<file path="src/vcse_pkg.sv">
`timescale 1ns / 1ps
package vcse_pkg;

  typedef enum logic [2:0] {
    OP_INIT_THREAD   = 3'd0,
    OP_ACQUIRE       = 3'd1,
    OP_RELEASE       = 3'd2,
    OP_RELEASE_STORE = 3'd3,
    OP_ACQ_REL       = 3'd4,
    OP_SET_ELEMENT   = 3'd5,
    OP_RESET_SYNC    = 3'd6,
    OP_READ          = 3'd7
  } vcse_op_t;

  // Decoded operation, already qualified by the range checks.
  typedef struct packed {
    logic init_en;
    logic acq_en;
    logic rel_en;
    logic rst_en;
    logic ar_en;
    logic set_en;
    logic rd_en;
    logic rd_sync;
    logic rsync_en;
  } vcse_ctrl_t;

endpackage

</file>
<file path="src/vcse_elem_unit.sv">
`timescale 1ns / 1ps
module vcse_elem_unit #(
  parameter int MAX_THREADS = 64,
  parameter int EPOCH_BITS  = 42,
  parameter int TW          = (MAX_THREADS > 1) ? $clog2(MAX_THREADS) : 1,
  parameter int SZW         = $clog2(MAX_THREADS + 1)
) (
  input  vcse_pkg::vcse_ctrl_t  ctrl,
  input  logic [TW-1:0]         wi,
  input  logic [TW-1:0]         elem,
  input  logic [SZW-1:0]        ts,
  input  logic [SZW-1:0]        ss,
  input  logic [EPOCH_BITS-1:0] tm,
  input  logic [EPOCH_BITS-1:0] sm,
  input  logic [EPOCH_BITS-1:0] val,
  output logic [SZW-1:0]        ts_a,
  output logic                  t_we,
  output logic [EPOCH_BITS-1:0] t_wd,
  output logic                  s_we,
  output logic [EPOCH_BITS-1:0] s_wd,
  output logic                  grew,
  output logic                  lt_hit,
  output logic                  rd_hit,
  output logic [EPOCH_BITS-1:0] rd_val
);
  import vcse_pkg::*;

  logic [SZW-1:0]        wix;
  logic                  in_t, in_s, ss_nz, acq_act, hit, store_mode, merge_mode;
  logic [EPOCH_BITS-1:0] te, se, at;
  logic [SZW-1:0]        lim;

  always_comb begin
    wix     = SZW'(wi);
    in_t    = wix < ts;
    in_s    = wix < ss;
    te      = in_t ? tm : '0;
    se      = in_s ? sm : '0;
    ss_nz   = ss != '0;
    acq_act = ctrl.acq_en && ss_nz && in_s;
    grew    = acq_act && (se > te);
    at      = grew ? se : te;
    ts_a    = (ctrl.acq_en && ss_nz && ss > ts) ? ss : ts;
    hit     = wi == elem;

    store_mode = ctrl.rst_en || ctrl.ar_en || (ctrl.rel_en && !ss_nz);
    merge_mode = ctrl.rel_en && ss_nz;
    lim        = (ss > ts_a) ? ss : ts_a;

    s_we = 1'b0;
    s_wd = '0;
    if (store_mode) begin
      s_we = wix < lim;
      s_wd = (wix < ts_a) ? at : '0;
    end else if (merge_mode) begin
      s_we = in_t;
      s_wd = (se > te) ? se : te;
    end

    t_we   = 1'b0;
    t_wd   = '0;
    lt_hit = 1'b0;
    if (ctrl.init_en) begin
      t_we = 1'b1;
    end else if (acq_act) begin
      t_we = 1'b1;
      t_wd = at;
    end else if (ctrl.set_en) begin
      if (hit) begin
        lt_hit = val < te;
        t_we   = !lt_hit;
        t_wd   = val;
      end else if (!in_t) begin
        // zero the gap a growing size would expose
        t_we = 1'b1;
      end
    end

    rd_hit = ctrl.rd_en && hit;
    rd_val = ctrl.rd_sync ? se : te;
  end

endmodule

</file>
<file path="config.mk">
export PLATFORM = sky130hd
export DESIGN_NAME = vcse_elem_unit
export DESIGN_NICKNAME = d
export VERILOG_FILES = /design/src/vcse_pkg.sv /design/src/vcse_elem_unit.sv
export SDC_FILE = /design/constraint.sdc
export NUM_CORES = 1
export LEC_CHECK = 0
export BUFFER_PORTS_ARGS = -buffer_cell sky130_fd_sc_hd__buf_2
export CAP_MARGIN = 20
export CORE_ASPECT_RATIO = 1.4
export CORE_MARGIN = 5
export CORE_UTILIZATION = 55
export DETAILED_ROUTE_END_ITERATION = 8
export GPL_ROUTABILITY_DRIVEN = 1
export GPL_TIMING_DRIVEN = 1
export PLACE_DENSITY = 0.91
export SYNTH_ARGS = -nofsm -noshare
export SYNTH_HDL_FRONTEND = slang
export SYNTH_SLANG_ARGS = --single-unit
export TNS_END_PERCENT = 1
</file>
<file path="constraint.sdc">
create_clock -name vclk -period 10.2
set_input_delay 0 -clock vclk [all_inputs]
set_output_delay 0 -clock vclk [all_outputs]
set_load 0.02 [all_outputs]
</file>
==> flow_metrics.env, run 1 <==
export IMPL_outcome="complete, no violations"
export IMPL_pwr_share_clk=0
export IMPL_switching_share=0.652
export IMPL_seq_area_um2=0
export IMPL_dpl_hpwl_mm=21.1
export IMPL_power_density_nw_per_um2=78.2
export IMPL_leakage_nw=4.12
export IMPL_dp_cells=1400
export IMPL_drc=0
export IMPL_area_growth_pct=21.5
export IMPL_ys_warn_count=0
export IMPL_fin_crit_sh=0.566
export IMPL_postRouteAntennaNets=0
export IMPL_gp_congestion=0.990
export IMPL_crit_fanout=49
export IMPL_worstSetupEndpointType="primary output"
export IMPL_firstDrtPassIters=6
export IMPL_cp_data_arrival_time_ns=5.77
export IMPL_seqPwrFrac=0
export IMPL_nClkBuffers=0
export IMPL_start_kind="input pin"
export IMPL_max_vdd_ir_drop_uv=50.3
export IMPL_p_int_w=0.000224
export IMPL_std_cell_rows=48
export IMPL_drt_wl_total_mm=27.7
export IMPL_flops_and_latches=0
export IMPL_switchingPower_w=0.000420
export IMPL_synth_most_common_cell="nand2_1"
export IMPL_synth_avg_cell_area_um2=6.59
export IMPL_yosys_area_share_simple=0.374
export IMPL_io_buffers=298
export IMPL_grt_pass1_wl_mm=43.4
export IMPL_ys_types=65
export IMPL_die_width_um=104
export IMPL_synthCells=1028
export IMPL_dieHeight_um=141
export IMPL_antenna_found_initial=1
export IMPL_synthTopCellsByArea="ha_1 (20%), nand4_1 (8.3%), nand2_1 (7.9%)"
export IMPL_grt_pass1_vias=8824
export IMPL_synth_nets=1296
export IMPL_post_cts_buffers=0
export IMPL_critPathRequiredTime_ns=10.20
export IMPL_wl_per_cell_um=19.7
export IMPL_drv_slew=0
export IMPL_avgViaCountPerCell=6.67
export IMPL_p_comb_frac=1.000
export IMPL_drive_gt1_frac=0.277
export IMPL_grt_max_degree=85
export IMPL_finalSetupViolations=0
export IMPL_rsz0062_at_grt="no"
export IMPL_gr_total_overflow=0
export IMPL_final_hold_viol_count=0
export IMPL_die_area_um2=14700
export IMPL_synthAdderAreaFrac=0.204
export IMPL_tns_ns=0
export IMPL_start_util=0.556
export IMPL_worst_slew_pin_slew_ns=1.09
export IMPL_cts_repair_resized=0
export IMPL_yosys_area_top_type_share=0.198
export IMPL_fmax_mhz=173
export IMPL_cap_viol_max_count=0
export IMPL_holdBufCountCts=0
export IMPL_min_period_ns=5.77
export IMPL_synth_compound_area_share=0.273
export IMPL_grt_total_usage=0.345
export IMPL_via_count=9352
export IMPL_synth_top_family_by_area="simple AND/OR/NAND/NOR gates"
export IMPL_synth_xor_area_frac=0.0142
export IMPL_final_cells=1402
export IMPL_layout_nets=1521
export IMPL_pin_count=299
export IMPL_crit_type="input pin to primary output"
export IMPL_drtIter0Drc=815
export IMPL_synthMuxAreaShare=0.0652
export IMPL_syn_area_um2=6770
export IMPL_hold_path_class="input pin to primary output"
export IMPL_synth_common_cells="nand2_1 (142), ha_1 (107), nand4_1 (90)"
export IMPL_yosysTopAreaCell="ha_1"
export IMPL_core_area_um2=12200
export IMPL_ys_seq_area_frac=0
export IMPL_max_slew_margin_rel=0.274
## stage by stage
step / setup WS, ns / total power (W) / area [um2] / utilization / hold WS (ns)
after floorplan: 5.89 / 0.000433 / 6770 / - / 0.119
after global placement: 3.76 / 0.000618 / 8210 / 0.673 / 0.313
after detailed placement: 3.80 / 0.000630 / 8210 / 0.673 / 0.315
after CTS: 3.77 / 0.000633 / 8210 / 0.673 / 0.315
after global routing: 4.07 / 0.000696 / 8230 / 0.675 / 0.332
final: 4.43 / 0.000644 / 8230 / 0.675 / 0.312
## path summary, 6_finish.rpt
kind / to / slack (ns) / startpoint / cells past startpoint
setup / recovery: s_wd[0] / 4.43 / ss[2] / 17
hold / removal: rd_hit / 0.31 / ctrl[2] / 4
## placed cells by master (no fill, tap or decap), types with 22 or more instances in the layout
master	netlist	final
a21o_1	22	22
o211ai_1	53	53
inv_1	24	24
and2_1	82	81
nand2_1	142	142
nor2_1	60	58
a21oi_1	38	36
o21ai_0	69	69
mux2i_1	43	43
ha_1	107	107
nand4_1	90	90
nand3_1	76	76
buf_2	13	298
## power by group through the flow
stage	Sequential [W]	Clock (W)	Combinational (W)
5_1_grt	0	0.0000000000131	0.000696
3_5_place_dp	0	0	0.000630
4_1_cts	0	0	0.000633
6_report	0	0.0000000000131	0.000644
3_3_place_gp	0	0	0.000618
2_1_floorplan	0	0	0.000433
## routing by layer
layer / up-vias / part of all wire / GRT usage / routed length [um]
met2: 669 / 0.48 / 0.618 / 13400
met5: - / 0 / 0 / 0
met3: 119 / 0.10 / 0.0455 / 2760
li1: 4327 / - / - / -
met1: 4237 / 0.37 / 0.409 / 10200
met4: 0 / 0.047 / 0.149 / 1310
## cell families (layout without fill, tap and decap cells)
group / Yosys count / in the layout
AO/OA/AOI/OAI: 256 / 256
other: 0 / 1
adder cells (fa/ha/maj): 111 / 111
multiplexers: 44 / 44
AND/OR/NAND/NOR: 496 / 496
XOR/XNOR: 11 / 11
buffers and inverters: 110 / 333
## layout make-up
class	instances	area [um2]
multi-input cells	918	6370
well taps	150	188
repair buffers	308	1580
inverters	25	93.8
diodes	1	2.50
fillers	1119	3960
## worst max-delay path, stage by stage
cell	delay (ns)
buf_2	0.12
inv_1	0.16
ha_1	0.27
a21o_1	0.18
a31o_2	0.25
a21oi_4	0.56
buf_4	0.38
and2_1	0.25
ha_1	0.20
nand4_1	0.16
nor4_1	0.59
a2bb2oi_1	0.38
o21ai_4	0.35
nor2_4	0.78
buf_4	0.65
o211ai_1	0.25
buf_2	0.21
Note: power is estimated with default switching activity, not from simulation.
==> run 2, diff against run 1 <==
Settings changed: ABC_AREA set to 1, CORE_UTILIZATION 55 to 45, PLACE_DENSITY 0.91 to 0.81.
Clock period 10.2 ns to 5.1 ns, I/O delays scaled along.
==> run 2 against run 1 <==
Compared with the run above: hold slack improved by 0.031 ns; cell count rose by 14%; highest routed layer unchanged; largest cell class unchanged; critical endpoint is now t_wd[1]; via count fell by 1.6%; critical path depth rose by 7.
==> flow_metrics.env, run 2 <==
export IMPL_outcome="complete, no violations"
export IMPL_cts_repair_resized=0
export IMPL_post_dp_cell_area_um2=7760
export IMPL_pre_cts_slack_ns=0.660
export IMPL_avgViaCountPerCell=5.74
export IMPL_drv_slew=0
export IMPL_final_hold_viol_count=0
export IMPL_crit_type="input pin to primary output"
export IMPL_dp_cells=1599
export IMPL_grt_pass1_vias=8782
export IMPL_start_kind="input pin"
export IMPL_tns_ns=0
export IMPL_pin_count=299
export IMPL_layout_common_cells="nand2_1 (414), buf_2 (298), nand3_1 (167), ha_1 (107), inv_1 (89)"
export IMPL_ys_warn_count=0
export IMPL_fin_crit_sh=0.868
export IMPL_grt_pass1_wl_mm=40.8
export IMPL_worstSetupEndpointType="primary output"
export IMPL_finalSetupViolations=0
export IMPL_fillers=1489
export IMPL_antenna_found_initial=2
export IMPL_firstDrtPassIters=6
export IMPL_cp_data_arrival_time_ns=4.43
export IMPL_hold_path_class="input pin to primary output"
export IMPL_std_cell_rows=51
export IMPL_rsz0062_at_grt="no"
export IMPL_drt_wl_total_mm=26.1
export IMPL_synth_common_cells="nand2_1 (415), nand3_1 (167), ha_1 (107)"
export IMPL_max_slew_margin_rel=0.389
export IMPL_io_buffers=298
export IMPL_syn_area_um2=6260
export IMPL_synthCells=1170
export IMPL_min_period_ns=4.43
export IMPL_leakage_nw=4.81
export IMPL_ys_types=39
export IMPL_yosys_area_top_type_share=0.249
export IMPL_holdBufCountCts=0
export IMPL_synth_most_common_cell="nand2_1"
export IMPL_die_width_um=110
export IMPL_area_growth_pct=24.8
export IMPL_ys_seq_area_frac=0
export IMPL_dieHeight_um=150
export IMPL_postRouteAntennaNets=0
export IMPL_wl_per_cell_um=16.3
export IMPL_yosysTopAreaCell="nand2_1"
export IMPL_drive_gt1_frac=0.241
export IMPL_grt_total_usage=0.304
export IMPL_flops_and_latches=0
export IMPL_fmax_mhz=226
export IMPL_layout_nets=1686
export IMPL_critPathRequiredTime_ns=5.10
export IMPL_cap_viol_max_count=0
export IMPL_synthTopCellsByArea="nand2_1 (25%), ha_1 (21%), nand3_1 (13%)"
export IMPL_grt_max_degree=85
export IMPL_crit_fanout=27
export IMPL_design_area_um2=7820
export IMPL_gr_total_overflow=0
export IMPL_die_area_um2=16400
export IMPL_gp_congestion=1.02
export IMPL_holdPathStages=4
export IMPL_power_density_nw_per_um2=164
export IMPL_hp_start="val[22]"
export IMPL_seq_area_um2=0
export IMPL_post_cts_buffers=0
export IMPL_start_util=0.454
export IMPL_hold_path_endpoint="t_wd[22]"
export IMPL_fin_ws_ns=0.674
export IMPL_drtIter0Drc=590
export IMPL_synth_avg_cell_area_um2=5.35
export IMPL_drc=0
export IMPL_dpl_hpwl_mm=20.7
export IMPL_core_area_um2=13800
export IMPL_max_vdd_ir_drop_uv=78.3
export IMPL_worst_slew_pin_slew_ns=0.916
export IMPL_via_count=9201
export IMPL_nClkBuffers=0
export IMPL_final_cells=1602
export IMPL_synth_nets=1438
export IMPL_layout_commonest_cell="nand2_1"
## run 2: cell types whose count changed in the layout (fill, tap and decap cells not counted), sizes merged, moves of 35 or more
cell,delta
inv,+75
nand3b,+35
and2,-82
o211ai,-68
nand4,-42
mux2i,-43
nand3,+94
nand2,+275
## run 2: report_power, final
part	leakage [nW]	internal [W]	switching, W
Sequential	0	0	0
Combinational	4.81	0.000423	0.000862
Clock	0.00000634	0.0000000000262	0
## run 2: layout make-up
cell class / count / area, um2 / share of cell area
diodes: 1 / 2.50 / 0.000320
inverters: 100 / 375 / 0.0480
multi-input cells: 1005 / 5570 / 0.712
well taps: 185 / 231 / 0.0296
repair buffers: 311 / 1640 / 0.210
## run 2: logic make-up (layout without fill, tap and decap cells)
group | count (synthesis) | in the layout | share of synthesized area
and+or+nand+nor | 756 | 756 | 0.539
buffers and inverters | 165 | 411 | 0.115
AOI/OAI and AO/OA | 136 | 136 | 0.124
adders and majority gates | 107 | 107 | 0.214
xor gates and xnor gates | 6 | 6 | 0.00839
other | 0 | 1 | 0
## run 2: per-layer routing
metal  part of all wire  wire length (um)  global-route usage
met3              0.077              2000              0.0298
met1               0.37              9710               0.349
met5                  0                 0                   0
met2               0.50             13100               0.551
met4              0.049              1270               0.143
## run 2: per-stage QoR
step	utilization	hold slack [ns]	power [W]
finish	0.567	0.343	0.00128
detailed placement	0.563	0.342	0.00127
CTS	0.563	0.343	0.00127
floorplan	-	0.119	0.000887
global route	0.567	0.368	0.00143
global placement	0.563	0.342	0.00124
## run 2: worst max-delay path, stage by stage
cell and delay, ns:
buf_2 0.11, inv_1 0.10, ha_1 0.25, a21oi_1 0.14
nand2_1 0.11, nand2_1 0.07, nand2_1 0.11, inv_2 0.46
buf_4 0.36, nand2_1 0.18, ha_1 0.35, nand2_1 0.05
o21ai_0 0.20, nand3_1 0.10, a21oi_1 0.13, a211oi_1 0.06
o21a_1 0.18, nand2_2 0.10, nand3_2 0.48, buf_12 0.39
nand2_1 0.09, nand3_1 0.08, nand2_1 0.12, buf_2 0.17
## run 2: worst max-delay path by stage
| stage | depth (start not counted) | slack (ns) | to | from |
|---|---|---|---|---|
| 6_report | 24 | 0.67 | t_wd[1] | ts[2] |
| 5_1_grt | 24 | 0.30 | t_wd[1] | ts[2] |
| 3_5_place_dp | 24 | 0.66 | t_wd[1] | ts[2] |
| 4_1_cts | 24 | 0.65 | t_wd[1] | ts[2] |
| 2_1_floorplan | 19 | 1.99 | s_wd[11] | ts[2] |
| 3_3_place_gp | 24 | 0.80 | t_wd[32] | ts[2] |
